File: src/dpt_pkg.sv
package dpt_pkg;

  localparam int unsigned SECTOR_BYTES    = 512;
  localparam int unsigned BOUNDARY_LOG2   = 16;
  localparam int unsigned ALIGN_LOG2      = 1;
  localparam int unsigned ADDR_LIMIT_BITS = 32;
  localparam int unsigned MAX_SPAN        = 65536;

  localparam int unsigned SECTOR_COUNT_W = 16;
  localparam int unsigned PHYS_ADDR_W    = 40;
  localparam int unsigned PAIR_BYTES_W   = 20;
  localparam int unsigned ENTRY_ADDR_W   = 32;
  localparam int unsigned ENTRY_BYTES_W  = 16;
  localparam int unsigned STATUS_W       = 2;

  localparam int unsigned REM_W         = 25;
  localparam int unsigned BUDGET_FULL_W = SECTOR_COUNT_W + $clog2(SECTOR_BYTES + 1);
  localparam int unsigned SPAN_CMP_W    = PAIR_BYTES_W + 1;
  localparam int unsigned FIRST_W       = BOUNDARY_LOG2 + 1;
  localparam int unsigned CMP_W         = (FIRST_W > PAIR_BYTES_W) ? FIRST_W : PAIR_BYTES_W;

  localparam logic [REM_W-1:0]       BUDGET_MAX = '1;
  localparam logic [PHYS_ADDR_W-1:0] ALIGN_MASK =
    PHYS_ADDR_W'((64'd1 << ALIGN_LOG2) - 64'd1);

  localparam int unsigned IN_TDATA_W  =
    ((SECTOR_COUNT_W + PHYS_ADDR_W + PAIR_BYTES_W + 7) / 8) * 8;
  localparam int unsigned OUT_TDATA_W =
    ((ENTRY_ADDR_W + ENTRY_BYTES_W + 1 + 7) / 8) * 8;

  typedef enum logic [STATUS_W-1:0] {
    ST_OK         = 2'd0,
    ST_ADDR_HIGH  = 2'd1,
    ST_MISALIGNED = 2'd2,
    ST_SPAN_LARGE = 2'd3
  } status_e;

  typedef enum logic {
    KIND_START = 1'b0,
    KIND_PAIR  = 1'b1
  } kind_e;

  typedef struct packed {
    kind_e                     kind;
    logic [SECTOR_COUNT_W-1:0] sector_count;
    logic [PHYS_ADDR_W-1:0]    phys_address;
    logic [PAIR_BYTES_W-1:0]   pair_bytes;
    logic                      last_pair;
  } item_t;

  typedef struct packed {
    logic [ENTRY_ADDR_W-1:0]  entry_address;
    logic [ENTRY_BYTES_W-1:0] entry_bytes;
    logic                     end_of_table;
    status_e                  status;
    logic                     last_of_run;
  } result_t;

  typedef struct packed {
    logic [1:0]       num_results;
    result_t          res0;
    result_t          res1;
    logic [REM_W-1:0] rem_next;
    logic             aborted_next;
  } calc_out_t;

endpackage

File: src/dpt_calc.sv
module dpt_calc (
  input  dpt_pkg::item_t            item_i,
  input  logic [dpt_pkg::REM_W-1:0] rem_i,
  input  logic                      aborted_i,
  output dpt_pkg::calc_out_t        calc_o
);
  import dpt_pkg::*;

  logic [BUDGET_FULL_W-1:0] budget_full;
  logic                     addr_high;
  logic                     addr_misaligned;
  logic                     span_large;
  logic                     len_misaligned;
  status_e                  status;
  logic [PAIR_BYTES_W-1:0]  clip;
  logic [FIRST_W-1:0]       first;
  logic                     split;

  assign budget_full = BUDGET_FULL_W'(item_i.sector_count) * BUDGET_FULL_W'(SECTOR_BYTES);

  assign addr_high       = (item_i.phys_address >> ADDR_LIMIT_BITS) != '0;
  assign addr_misaligned = (item_i.phys_address & ALIGN_MASK) != '0;
  assign span_large      = SPAN_CMP_W'(item_i.pair_bytes) > SPAN_CMP_W'(MAX_SPAN);
  assign len_misaligned  = (item_i.pair_bytes & ALIGN_MASK[PAIR_BYTES_W-1:0]) != '0;

  always_comb begin
    if (addr_high) begin
      status = ST_ADDR_HIGH;
    end else if (addr_misaligned) begin
      status = ST_MISALIGNED;
    end else if (span_large) begin
      status = ST_SPAN_LARGE;
    end else if (len_misaligned) begin
      status = ST_MISALIGNED;
    end else begin
      status = ST_OK;
    end
  end

  assign clip  = (REM_W'(item_i.pair_bytes) < rem_i) ? item_i.pair_bytes
                                                      : rem_i[PAIR_BYTES_W-1:0];
  assign first = FIRST_W'(64'd1 << BOUNDARY_LOG2)
               - FIRST_W'(item_i.phys_address[BOUNDARY_LOG2-1:0]);
  assign split = CMP_W'(clip) > CMP_W'(first);

  always_comb begin
    calc_o              = '0;
    calc_o.rem_next     = rem_i;
    calc_o.aborted_next = aborted_i;
    calc_o.res0.status  = ST_OK;
    calc_o.res1.status  = ST_OK;
    if (item_i.kind == KIND_START) begin
      calc_o.aborted_next = 1'b0;
      if (budget_full > BUDGET_FULL_W'(BUDGET_MAX)) begin
        calc_o.rem_next = BUDGET_MAX;
      end else begin
        calc_o.rem_next = budget_full[REM_W-1:0];
      end
    end else if (!aborted_i) begin
      if (status != ST_OK) begin
        calc_o.aborted_next     = 1'b1;
        calc_o.num_results      = 2'd1;
        calc_o.res0.status      = status;
        calc_o.res0.last_of_run = 1'b1;
      end else if (clip != '0) begin
        calc_o.rem_next           = rem_i - REM_W'(clip);
        calc_o.res0.entry_address = item_i.phys_address[ENTRY_ADDR_W-1:0];
        if (split) begin
          calc_o.num_results        = 2'd2;
          calc_o.res0.entry_bytes   = first[ENTRY_BYTES_W-1:0];
          calc_o.res1.entry_address = item_i.phys_address[ENTRY_ADDR_W-1:0]
                                    + ENTRY_ADDR_W'(first);
          calc_o.res1.entry_bytes   = ENTRY_BYTES_W'(CMP_W'(clip) - CMP_W'(first));
          calc_o.res1.end_of_table  = item_i.last_pair;
          calc_o.res1.last_of_run   = 1'b1;
        end else begin
          calc_o.num_results       = 2'd1;
          calc_o.res0.entry_bytes  = clip[ENTRY_BYTES_W-1:0];
          calc_o.res0.end_of_table = item_i.last_pair;
          calc_o.res0.last_of_run  = 1'b1;
        end
      end
    end
  end

endmodule

File: src/dma_prd_table_builder_unit.sv
// Descriptor table builder for bus-master DMA.
// Input stream (s_axis): tuser is the item kind (0 start, 1 pair), tlast marks
// the final pair of a transfer, tdata carries sector count, address and length.
// A start transaction loads the byte budget and gives no result. A pair
// transaction gives one error result, one entry, two entries (split at a
// 64 KiB boundary) or nothing once the transfer is aborted or the budget is spent.
// Output stream (m_axis): tdata carries entry address, byte count (0 = 65536)
// and the end-of-table flag; tuser is the status; tlast marks the last result
// of the input transaction.
// Results are registered: the first is on m_axis in the cycle after acceptance.
// Throughput: one transaction per cycle while each gives at most one result
// and the receiver is ready; a pair that splits into two entries holds the
// input until the single output port drains the first of the two buffered entries.
// Reset clears the budget, the abort flag and the result buffer.
// When the receiver stalls, results hold in the buffer and s_axis_tready_o
// drops once a result is waiting that is not being taken.
module dma_prd_table_builder_unit (
  input  logic                            clk_i,
  input  logic                            rst_ni,
  input  logic                            s_axis_tvalid_i,
  output logic                            s_axis_tready_o,
  // [15:0] sector_count, [55:16] phys_address, [75:56] pair_bytes, [79:76] zero
  input  logic [dpt_pkg::IN_TDATA_W-1:0]  s_axis_tdata_i,
  // [0] kind
  input  logic                            s_axis_tuser_i,
  input  logic                            s_axis_tlast_i,
  output logic                            m_axis_tvalid_o,
  input  logic                            m_axis_tready_i,
  // [31:0] entry_address, [47:32] entry_bytes, [48] end_of_table, [55:49] zero
  output logic [dpt_pkg::OUT_TDATA_W-1:0] m_axis_tdata_o,
  // [1:0] status
  output logic [dpt_pkg::STATUS_W-1:0]    m_axis_tuser_o,
  output logic                            m_axis_tlast_o
);
  import dpt_pkg::*;

  item_t            item;
  calc_out_t        calc;
  logic             in_acc;
  logic             out_acc;
  logic [1:0]       count_q, count_d;
  logic [REM_W-1:0] rem_q, rem_d;
  logic             aborted_q, aborted_d;
  result_t          slot0_q, slot0_d;
  result_t          slot1_q, slot1_d;

  assign item.kind         = kind_e'(s_axis_tuser_i);
  assign item.sector_count = s_axis_tdata_i[SECTOR_COUNT_W-1:0];
  assign item.phys_address = s_axis_tdata_i[SECTOR_COUNT_W +: PHYS_ADDR_W];
  assign item.pair_bytes   = s_axis_tdata_i[SECTOR_COUNT_W + PHYS_ADDR_W +: PAIR_BYTES_W];
  assign item.last_pair    = s_axis_tlast_i;

  dpt_calc u_calc (
    .item_i    (item),
    .rem_i     (rem_q),
    .aborted_i (aborted_q),
    .calc_o    (calc)
  );

  assign m_axis_tvalid_o = count_q != 2'd0;
  assign s_axis_tready_o = (count_q == 2'd0) || ((count_q == 2'd1) && m_axis_tready_i);
  assign in_acc          = s_axis_tvalid_i && s_axis_tready_o;
  assign out_acc         = m_axis_tvalid_o && m_axis_tready_i;

  assign m_axis_tdata_o = OUT_TDATA_W'({slot0_q.end_of_table, slot0_q.entry_bytes,
                                        slot0_q.entry_address});
  assign m_axis_tuser_o = slot0_q.status;
  assign m_axis_tlast_o = slot0_q.last_of_run;

  always_comb begin
    count_d   = count_q;
    rem_d     = rem_q;
    aborted_d = aborted_q;
    slot0_d   = slot0_q;
    slot1_d   = slot1_q;
    if (in_acc) begin
      // buffer is empty or drains this cycle
      count_d   = calc.num_results;
      rem_d     = calc.rem_next;
      aborted_d = calc.aborted_next;
      slot0_d   = calc.res0;
      slot1_d   = calc.res1;
    end else if (out_acc) begin
      count_d = count_q - 2'd1;
      slot0_d = slot1_q;
    end
  end

  always_ff @(posedge clk_i or negedge rst_ni) begin
    if (!rst_ni) begin
      count_q   <= 2'd0;
      rem_q     <= '0;
      aborted_q <= 1'b0;
    end else begin
      count_q   <= count_d;
      rem_q     <= rem_d;
      aborted_q <= aborted_d;
    end
  end

  always_ff @(posedge clk_i) begin
    slot0_q <= slot0_d;
    slot1_q <= slot1_d;
  end

  a_full_blocks_input: assert property (@(posedge clk_i) disable iff (!rst_ni)
    (count_q == 2'd2) |-> !s_axis_tready_o)
    else $error("input accepted with result buffer full");

  a_budget_never_grows: assert property (@(posedge clk_i) disable iff (!rst_ni)
    (in_acc && s_axis_tuser_i == KIND_PAIR) |=> (rem_q <= $past(rem_q)))
    else $error("pair transaction raised the byte budget");

  a_error_result_shape: assert property (@(posedge clk_i) disable iff (!rst_ni)
    (m_axis_tvalid_o && m_axis_tuser_o != ST_OK) |->
      (m_axis_tlast_o && m_axis_tdata_o == '0))
    else $error("error result with payload or without last flag");

  a_aborted_silent: assert property (@(posedge clk_i) disable iff (!rst_ni)
    (in_acc && aborted_q && s_axis_tuser_i == KIND_PAIR) |=> (count_q == 2'd0))
    else $error("result emitted for a pair of an aborted transfer");

endmodule

File: config.mk
export PLATFORM = sky130hd
export DESIGN_NAME = dma_prd_table_builder_unit
export DESIGN_NICKNAME = d
export VERILOG_FILES = /design/src/dpt_pkg.sv /design/src/dpt_calc.sv /design/src/dma_prd_table_builder_unit.sv
export SDC_FILE = /design/constraint.sdc
export NUM_CORES = 1
export LEC_CHECK = 0
export BUFFER_PORTS_ARGS = -buffer_cell sky130_fd_sc_hd__buf_2
export CAP_MARGIN = 20
export CORE_MARGIN = 3
export CORE_UTILIZATION = 40
export DETAILED_ROUTE_END_ITERATION = 7
export PLACE_DENSITY_LB_ADDON = 0.12
export SLEW_MARGIN = 20
export SYNTH_ARGS = -nofsm -noshare
export SYNTH_HDL_FRONTEND = slang
export SYNTH_HIERARCHICAL = 1
export SYNTH_SLANG_ARGS = --single-unit
File: constraint.sdc
create_clock -name clk_i -period 6 [get_ports clk_i]
set_input_delay 0.3 -clock clk_i [delete_from_list [all_inputs] [get_ports clk_i]]
set_output_delay 0.3 -clock clk_i [all_outputs]
set_load 0.02 [all_outputs]
Yosys cells after proc, flatten, opt, wreduce, memory -nomap -nowiden
Index checks and enable logic that the tools add are counted.

$add $sub $neg: 5. $lt $le $gt $ge: 4. Equal/unequal tests: 4. Multiplexer cells: 30. Bitwise logic cells: 3. Reductions and logical operators: 13.

Operator list (count): $mux W103 (2); $mux W49 (3); $mux W52 (2); $mux W25 (3); $mux W26 (2); $mux W51 (1); $mux W50 (1); $reduce_bool A40 Y1 (1); $add A32 B17 Y32 (1); $gt A25 B25 Y1 const B (1); $lt A20 B25 Y1 (1); $sub A25 B20 Y25 (1); $gt A20 B17 Y1 (1); $gt A20 B17 Y1 const B (1); $mux W20 (1); $reduce_bool A20 Y1 (1); $mux W2 (9); $sub A17 B16 Y17 const A (1); $mux W16 (1); $sub A16 B16 Y16 (1); $reduce_bool A2 Y1 (3); $mux W1 (5); $reduce_or A5 Y1 (1); $ne A2 B2 Y1 const B (2); other kinds (9) (13).

Bits in registers: 130. Bits of input ports: 86. Output and inout port bits: 61. Word-level logic and storage cells: 71.

Depth between registers and ports, before layout
Gate-level depths: netlist (run 1).

Word-level depth: 9. Gate-level depth with buffers: 30. Gate-level depth less buffers: 24.

Modules after synthesis
Netlist (run 1), hierarchy kept.

By module, submodules not included: dpt_calc (times used 1, cells each 943, area an instance 5891.9 um^2, sequential area each 0.0 um^2); dma_prd_table_builder_unit (times used 1, cells each 243, area an instance 5008.6 um^2, sequential area each 3823.7 um^2).

Least setup slack after synthesis (run 1)
Ideal clock, no wire load.

Kind: flip-flop to flip-flop. Start: register rem_q[5]. End: register rem_q[21]. Setup time: 0.125 ns. Arrival: 5.506 ns. Data required time: 5.875 ns. Slack: 0.369 ns. Cell stages (with the launch flop): 28. Buffers on the path: 3. Clock period less this slack: 5.631 ns. Path through: dfrtp_1 clkbuf_1 inv_1 ha_1 nand2_1 nor2_1 a41oi_1 a21oi_4 nor2_2 clkbuf_1 clkbuf_1 nand2_1 o21ai_0 inv_1 ha_1 nand2b_1 a21oi_1 o211ai_1 and3_1 o211ai_1 o2111ai_1 a21oi_1 a311oi_2 o21ai_1 a2111oi_0 xnor2_1 a21oi_1 mux2_2.

RTL lines: from (decl) (RTL line dma_prd_table_builder_unit.sv:42) `logic [REM_W-1:0] rem_q, rem_d;`; from (signal assigned) (RTL line dma_prd_table_builder_unit.sv:96) `rem_q <= rem_d;`.

==> results.json, run 1 <==
{
  "crit_slowest_cell": "or4_4",
  "antenna_found_initial": 0,
  "vias": 9102,
  "synth_area_per_cell_um2": 9.19,
  "root_buffer": "clkbuf_16",
  "cp.arrival_ps": 5820,
  "syn_to_final_growth_pct": 14.3,
  "whs_endpoint": "slot1_q[3]",
  "core_um2": 26400,
  "holdWs_ps": 226,
  "synth-seq-area-share_pct": 35.1,
  "hpwlAfterDp_um": 22000,
  "rsz0062_at_grt": "no",
  "required_ps": 6310,
  "cp_common_cell": "a21oi_1",
  "worstPathMaxFanout": 7,
  "drc_errors": 0,
  "cp_cell_sequence": "or4_4, nor4_4, nand4_2, a21oi_4, nor2_2, o21ai_1, inv_1, ha_1, nand2b_1, a21oi_1, o211ai_1, and3_1, o211ai_1, o2111ai_2, a21oi_1, a311oi_2, o21ai_1, a2111oi_2, xnor2_1, a21oi_1, mux2_2",
  "maxSlewViolCount": 0,
  "ys_warn_count": 6,
  "synth_edf_count": 104,
  "htreeDepth": 4,
  "hp-class": "in2reg",
  "postRouteAntennaNets": 0,
  "grt_start_max_net_pins": 73,
  "die_w_um": 171,
  "setup_viol": 0,
  "vdd_ir_drop_max_uv": 185,
  "regToRegStartpoint": "rem_q[20]",
  "nNetsFinal": 1458,
  "layout_common_cells": "135 x nor2_1, 135 x buf_2, 104 x edfxtp_1, 95 x a21oi_1, 82 x mux2_2",
  "path_clk_slew_ps": 70,
  "endpoint_kind": "register",
  "track_usage_pct": 20.6,
  "wl_um": 30100,
  "wl_per_cell_um": 18.2,
  "reg2reg_depth": 21,
  "synthFlopType": "edfxtp_1",
  "io_pins": 147,
  "synth_compound_area_share_pct": 15.0,
  "synth.area.mux_share_pct": 10.2,
  "min_path_cells": 3,
  "clockBufferDepth": 2,
  "insertion_delay_ps": 430,
  "setup-tns-final_ps": 0,
  "synth_xor_area_share_pct": 5.95,
  "synth_top_family_by_area": "simple AND/OR/NAND/NOR gates",
  "fmax_mhz": 181,
  "dieArea_um2": 29300,
  "ys_ff_latch": 132,
  "path_buf_inv": 1,
  "max-slew-margin-rel_pct": 46.4,
  "status": "completed",
  "synth-simple-area-share_pct": 19.5,
  "crit_family": "compound AO/OA/AOI/OAI gates",
  "finalCritPeriodShare_pct": 91.9,
  "worstSetupPathType": "reg2reg",
  "dp.cells": 1622,
  "cts_made_buffers": 17,
  "overflow": 0,
  "detail_route.vias_per_cell": 5.50,
  "n_fill_cell": 2619,
  "startpoint_type": "register",
  "timing.final.crit_period_ps": 5510,
  "grt_pass1_wl_um": 47700,
  "cts_tree": "yes",
  "max_stage_delay_ps": 610,
  "tightest_slew_ps": 804,
  "routabilityCongestion": 0.887,
  "r2r_slack_ps": 490,
  "maxCapViolCount": 0,
  "drtIter0Drc": 661,
  "p_per_area_nw_per_um2": 335,
  "synthArstFlopShare_pct": 21.2,
  "post_layout_nonfiller_instances": 1655,
  "synthCells": 1186,
  "p_leak_nw": 5.32,
  "r2r_end": "rem_q[21]",
  "antennaDiodeCount": 0,
  "cp-startpoint": "rem_q[20]",
  "min_from": "s_axis_tlast_i",
  "synth_fa_ha_area_share_pct": 8.24,
  "synth_area_um2": 10900,
  "initial_core_util_pct": 41.2,
  "clock_sinks": 132,
  "cts_setup_buffers": 0,
  "port_buffers": 135,
  "grt_pass1_vias": 8796,
  "totalPowerFinal_mw": 4.17,
  "drive_gt1_share_pct": 23.9,
  "rows": 59,
  "die_height_um": 171,
  "synth_cell_types": 84,
  "fin_skew_ps": 11.8,
  "first_pass_iters": 5,
  "hold_viol_final": 0
}
## worst max-delay path by stage
stage               cells past startpoint        end  slack (ps)
CTS                                    21  rem_q[21]         150
global route                           21  rem_q[21]           5
finish                                 21  rem_q[21]         490
floorplan                              27  rem_q[21]         370
global placement                       21  rem_q[21]         270
detailed placement                     21  rem_q[21]         200
## stage by stage
stage / setup slack [ps] / instance area, um2 / util, %
2_1_floorplan: 369 / 10900 / -
3_3_place_gp: 275 / 11800 / 44.8
3_5_place_dp: 198 / 11800 / 44.8
4_1_cts: 155 / 12400 / 47.0
5_1_grt: 4.54 / 12500 / 47.1
6_report: 487 / 12500 / 47.1
## Yosys cell counts (6+ instances only)
cell type,n,share of area (%)
nand3_1,21,0.96
nor3_1,33,1.5
or2_2,9,0.52
nand2b_1,11,0.63
nor2_1,135,4.6
o2111ai_1,6,0.48
and3_1,48,2.8
or3_1,16,0.92
nand2_1,77,2.7
ha_1,63,7.2
o211ai_1,8,0.55
xor2_1,18,1.4
clkbuf_8,8,1.0
clkbuf_1,37,1.3
maj3_1,7,0.64
nor2b_1,24,1.4
xnor2_1,56,4.5
mux2_4,7,0.96
a31oi_1,13,0.75
dfrtp_1,28,6.4
inv_1,60,2.1
o21ai_0,47,2.2
nor4_1,14,0.80
mux2i_1,8,0.73
buf_4,15,1.0
and2_1,13,0.75
a21oi_1,95,4.4
edfxtp_1,104,29
mux2_2,82,8.5
nand4_1,11,0.63
a21o_1,12,0.83
## cell families after synthesis
logic type               Yosys count
AND/OR/NAND/NOR                  427
AO/OA/AOI/OAI                    252
flip-flops                       132
buffers and inverters            130
multiplexers                      97
XOR/XNOR                          74
adder cells (fa/ha/maj)           72
other                              2
## sequential cells by signal, indices dropped and copies added (netlist names)
| register | flops |
|---|---|
| slot1_q | 52 |
| m_axis_tdata_o | 49 |
| rem_q | 25 |
| count_q | 2 |
| m_axis_tuser_o | 2 |
| aborted_q | 1 |
| m_axis_tlast_o | 1 |
## repair_timing
item	in CTS	in global routing
resized for setup	0	11
hold buffers	1	0
setup endpoints to repair	0	47
endpoints found under the hold margin	28	0
## tightest hold or removal path: stages
cell and delay, ps:
buf_2 90, nand2_1 60, nor2_1 80
## layer usage
metal | track usage (%) | part of all wire, % | up-vias
met5 | 0 | 0 | -
met4 | 4.97 | 1.2 | 0
met3 | 2.45 | 3.8 | 24
met2 | 33.6 | 46 | 209
met1 | 29.4 | 49 | 4332
li1 | - | - | 4537
## final cells by class
type	count	area, um2	area share (%)
Clock inverter	15	156	1.26
Timing Repair Buffer	162	910	7.30
Sequential cell	132	3820	30.7
Multi-Input combinational cell	933	6490	52.1
Tap cell	335	419	3.37
Inverter	61	229	1.84
Clock buffer	17	425	3.42
## report_power, final
part           internal [mW]  switching [mW]  leakage, nW
logic                  0.691            1.01         3.67
registers               1.29           0.122         1.38
clock network          0.557           0.492        0.281
(Power assumes the default switching activity.)
==> run 2: changes to the inputs <==
--- a/config.mk
+++ b/config.mk
@@ -5,6 +5,7 @@
 export SDC_FILE = /design/constraint.sdc
 export NUM_CORES = 1
 export LEC_CHECK = 0
+export ABC_AREA = 1
 export BUFFER_PORTS_ARGS = -buffer_cell sky130_fd_sc_hd__buf_2
 export CAP_MARGIN = 20
 export CORE_MARGIN = 3
==> run 2 against run 1 <==
First-iteration DRC count increased by 11%. Clock skew increased by 11 ps. Area after synthesis increased by 4.0%. Cell count increased by 30%. Worst setup slack improved by 650 ps. Total power increased by 21%. Sequential share of layout area decreased by 0.85 points. Sequential power increased by 6%. Hold slack got worse by 76 ps. Critical endpoint is now m_axis_tdata_o[47].
==> results.json, run 2 <==
{
  "status": "completed",
  "finalCritPeriodShare_pct": 81.0,
  "r2r_slack_ps": 1140,
  "rows": 60,
  "root_buffer": "clkbuf_16",
  "insertion_delay_ps": 440,
  "hpwlAfterDp_um": 26500,
  "r2r_end": "m_axis_tdata_o[47]",
  "max-slew-margin-rel_pct": 42.9,
  "wl_um": 34500,
  "routabilityCongestion": 0.962,
  "antenna_found_initial": 0,
  "nNetsFinal": 1921,
  "required_ps": 6170,
  "fin_skew_ps": 22.5,
  "p_leak_nw": 6.45,
  "layout_commonest_cell": "nand2_1",
  "postRouteAntennaNets": 0,
  "first_pass_iters": 5,
  "dieArea_um2": 30400,
  "switchingPower_mw": 2.38,
  "yosysTopAreaCell": "edfxtp_1",
  "endpoint_kind": "register",
  "dp.cells": 2122,
  "rsz0062_at_grt": "no",
  "synth_edf_count": 104,
  "setup-tns-final_ps": 0,
  "synthArstFlopShare_pct": 21.2,
  "clockBufferDepth": 2,
  "clkPwrFrac_pct": 20.9,
  "detail_route.vias_per_cell": 4.99,
  "post_cts_resized": 0,
  "drive_gt1_share_pct": 14.1,
  "synthCells": 1649,
  "synth_area_per_cell_um2": 6.87,
  "min_path_cells": 5,
  "cts_made_buffers": 17,
  "antennaDiodeCount": 0,
  "synth_most_common_cell": "nand2_1",
  "track_usage_pct": 22.4,
  "die_w_um": 174,
  "fmax_mhz": 206,
  "hold_viol_final": 0,
  "drtIter0Drc": 731,
  "largest_register_ffs": 52,
  "initial_core_util_pct": 41.4,
  "min_from": "s_axis_tdata_i[4]",
  "worstSetupPathType": "reg2reg",
  "synth_area_um2": 11300,
  "path_clk_slew_ps": 70,
  "cts_tree": "yes",
  "regToRegStartpoint": "rem_q[16]",
  "overflow": 0,
  "tightest_slew_ps": 855,
  "htreeDepth": 4,
  "syn_to_final_growth_pct": 13.0,
  "timing.final.crit_period_ps": 4860,
  "core_um2": 27400,
  "p_sw_share_pct": 47.4,
  "grt_pass1_vias": 10300,
  "io_pins": 147,
  "synth_cell_types": 44,
  "worstPathMaxFanout": 24,
  "vdd_ir_drop_max_uv": 172,
  "drc_errors": 0,
  "p_int_mw": 2.65,
  "synthTopCellsByCount": "560 x nand2_1, 209 x inv_1, 188 x nor2_1",
  "p_per_area_nw_per_um2": 393,
  "wl_per_cell_um": 16.0,
  "startpoint_type": "register",
  "finalCoreUtilization_pct": 46.7,
  "clock_sinks": 132,
  "maxSlewViolCount": 0,
  "synth.top_cells.by_area": "edfxtp_1 28%, nand2_1 19%, ha_1 7.0%, inv_1 6.9%, nor2_1 6.2%",
  "layout_common_cells": "559 x nand2_1, 209 x inv_1, 188 x nor2_1, 135 x buf_2, 104 x edfxtp_1",
  "whs_endpoint": "rem_q[13]",
  "reg2reg_depth": 26,
  "port_buffers": 135,
  "grt_pass1_wl_um": 54200,
  "ys_warn_count": 6,
  "vias": 10700,
  "synth-seq-area-share_pct": 33.7,
  "die_height_um": 174,
  "crit_slowest_cell": "dfrtp_1",
  "maxCapViolCount": 0,
  "power_frac_seq_pct": 29.8,
  "synthFlopType": "edfxtp_1",
  "cp_common_cell": "nand2_1",
  "hp-class": "in2reg",
  "post_layout_nonfiller_instances": 2155,
  "max_stage_delay_ps": 440,
  "cp.arrival_ps": 5030,
  "grt_start_max_net_pins": 63,
  "synth_top_cell_area_share_pct": 27.6,
  "setup_viol": 0,
  "p_comb_share_pct": 49.4,
  "ys_ff_latch": 132,
  "top_register": "slot1_q"
}
==> run 2: changes by cell type after synthesis, moves of 26 or more <==
cell and change:
and3_1 -45, mux2_2 -82, inv_1 +149, nor2_1 +53, a21oi_1 -26, nand3_1 +63, clkbuf_1 -28, xnor2_1 -49
nand2_1 +483
==> run 2: per-stage QoR <==
step / total power, mW / cell area [um2] / hold slack (ps) / setup WS [ps]
6_report: 5.03 / 12800 / 150 / 1140
5_1_grt: 5.40 / 12800 / 166 / 686
4_1_cts: 5.05 / 12800 / 148 / 1180
3_5_place_dp: 3.98 / 12200 / 416 / 1090
3_3_place_gp: 3.96 / 12200 / 412 / 1170
2_1_floorplan: 3.32 / 11400 / 4.41 / 2200
==> run 2: area by class of cell <==
type,instances,area [um2]
Multi-Input combinational cell,1257,6370
Tap cell,372,465
Timing Repair Buffer,145,766
Clock buffer,17,425
Inverter,217,817
Fill cell,2902,14600
Clock inverter,15,141
Sequential cell,132,3820
==> run 2: power by group through the flow <==
stage               Combinational, mW  Sequential, mW  Clock [mW]
global route                     2.77            1.52        1.11
global placement                 2.45            1.51           0
CTS                              2.48            1.50        1.07
finish                           2.48            1.50        1.05
floorplan                        1.64            1.68           0
detailed placement               2.47            1.52           0
==> run 2: how the worst max path moves through the flow <==
stage,start,to,slack [ps],depth (start not counted)
floorplan,s_axis_tdata_i[16],count_q[0],2200,29
CTS,rem_q[16],m_axis_tdata_o[47],1180,26
global route,rem_q[16],m_axis_tdata_o[47],690,26
global placement,s_axis_tdata_i[16],m_axis_tdata_o[47],1170,28
detailed placement,s_axis_tdata_i[16],m_axis_tdata_o[47],1090,28
finish,rem_q[16],m_axis_tdata_o[47],1140,26
==> run 2: critical path, delay by kind of cell (launching register included) <==
| kind | cells | cell delay (ps) |
|---|---|---|
| AO/OA/AOI/OAI | 1 | 120 |
| AND/OR/NAND/NOR | 19 | 2550 |
| adder cells (fa/ha/maj) | 2 | 670 |
| flip-flops | 1 | 440 |
| buffers and inverters | 4 | 760 |
==> run 2: logic make-up (layout without fill, tap and decap cells) <==
kind of cell	Yosys count	count (layout)	synth area share, %
adders and majority gates	65	65	7.31
buffers and inverters	269	394	10.4
xor gates and xnor gates	50	50	3.86
other	2	11	0.0663
and+or+nand+nor	962	962	36.4
DFF	132	132	33.7
AOI/OAI and AO/OA	169	169	8.20
==> run 2: what timing repair did <==
item | in CTS | in global routing
buffers inserted | 0 | 0
hold endpoints to repair | 28 | 0
hold buffers | 1 | 0
==> run 2: routing by layer <==
layer  share of wire [%]  vias to the layer above  GRT usage [%]
li1                    -                     5508              -
met2                  47                      289           38.3
met3                 4.4                       38           2.77
met1                  46                     4914           29.5
met5                   0                        -              0
met4                 2.1                        0           6.77
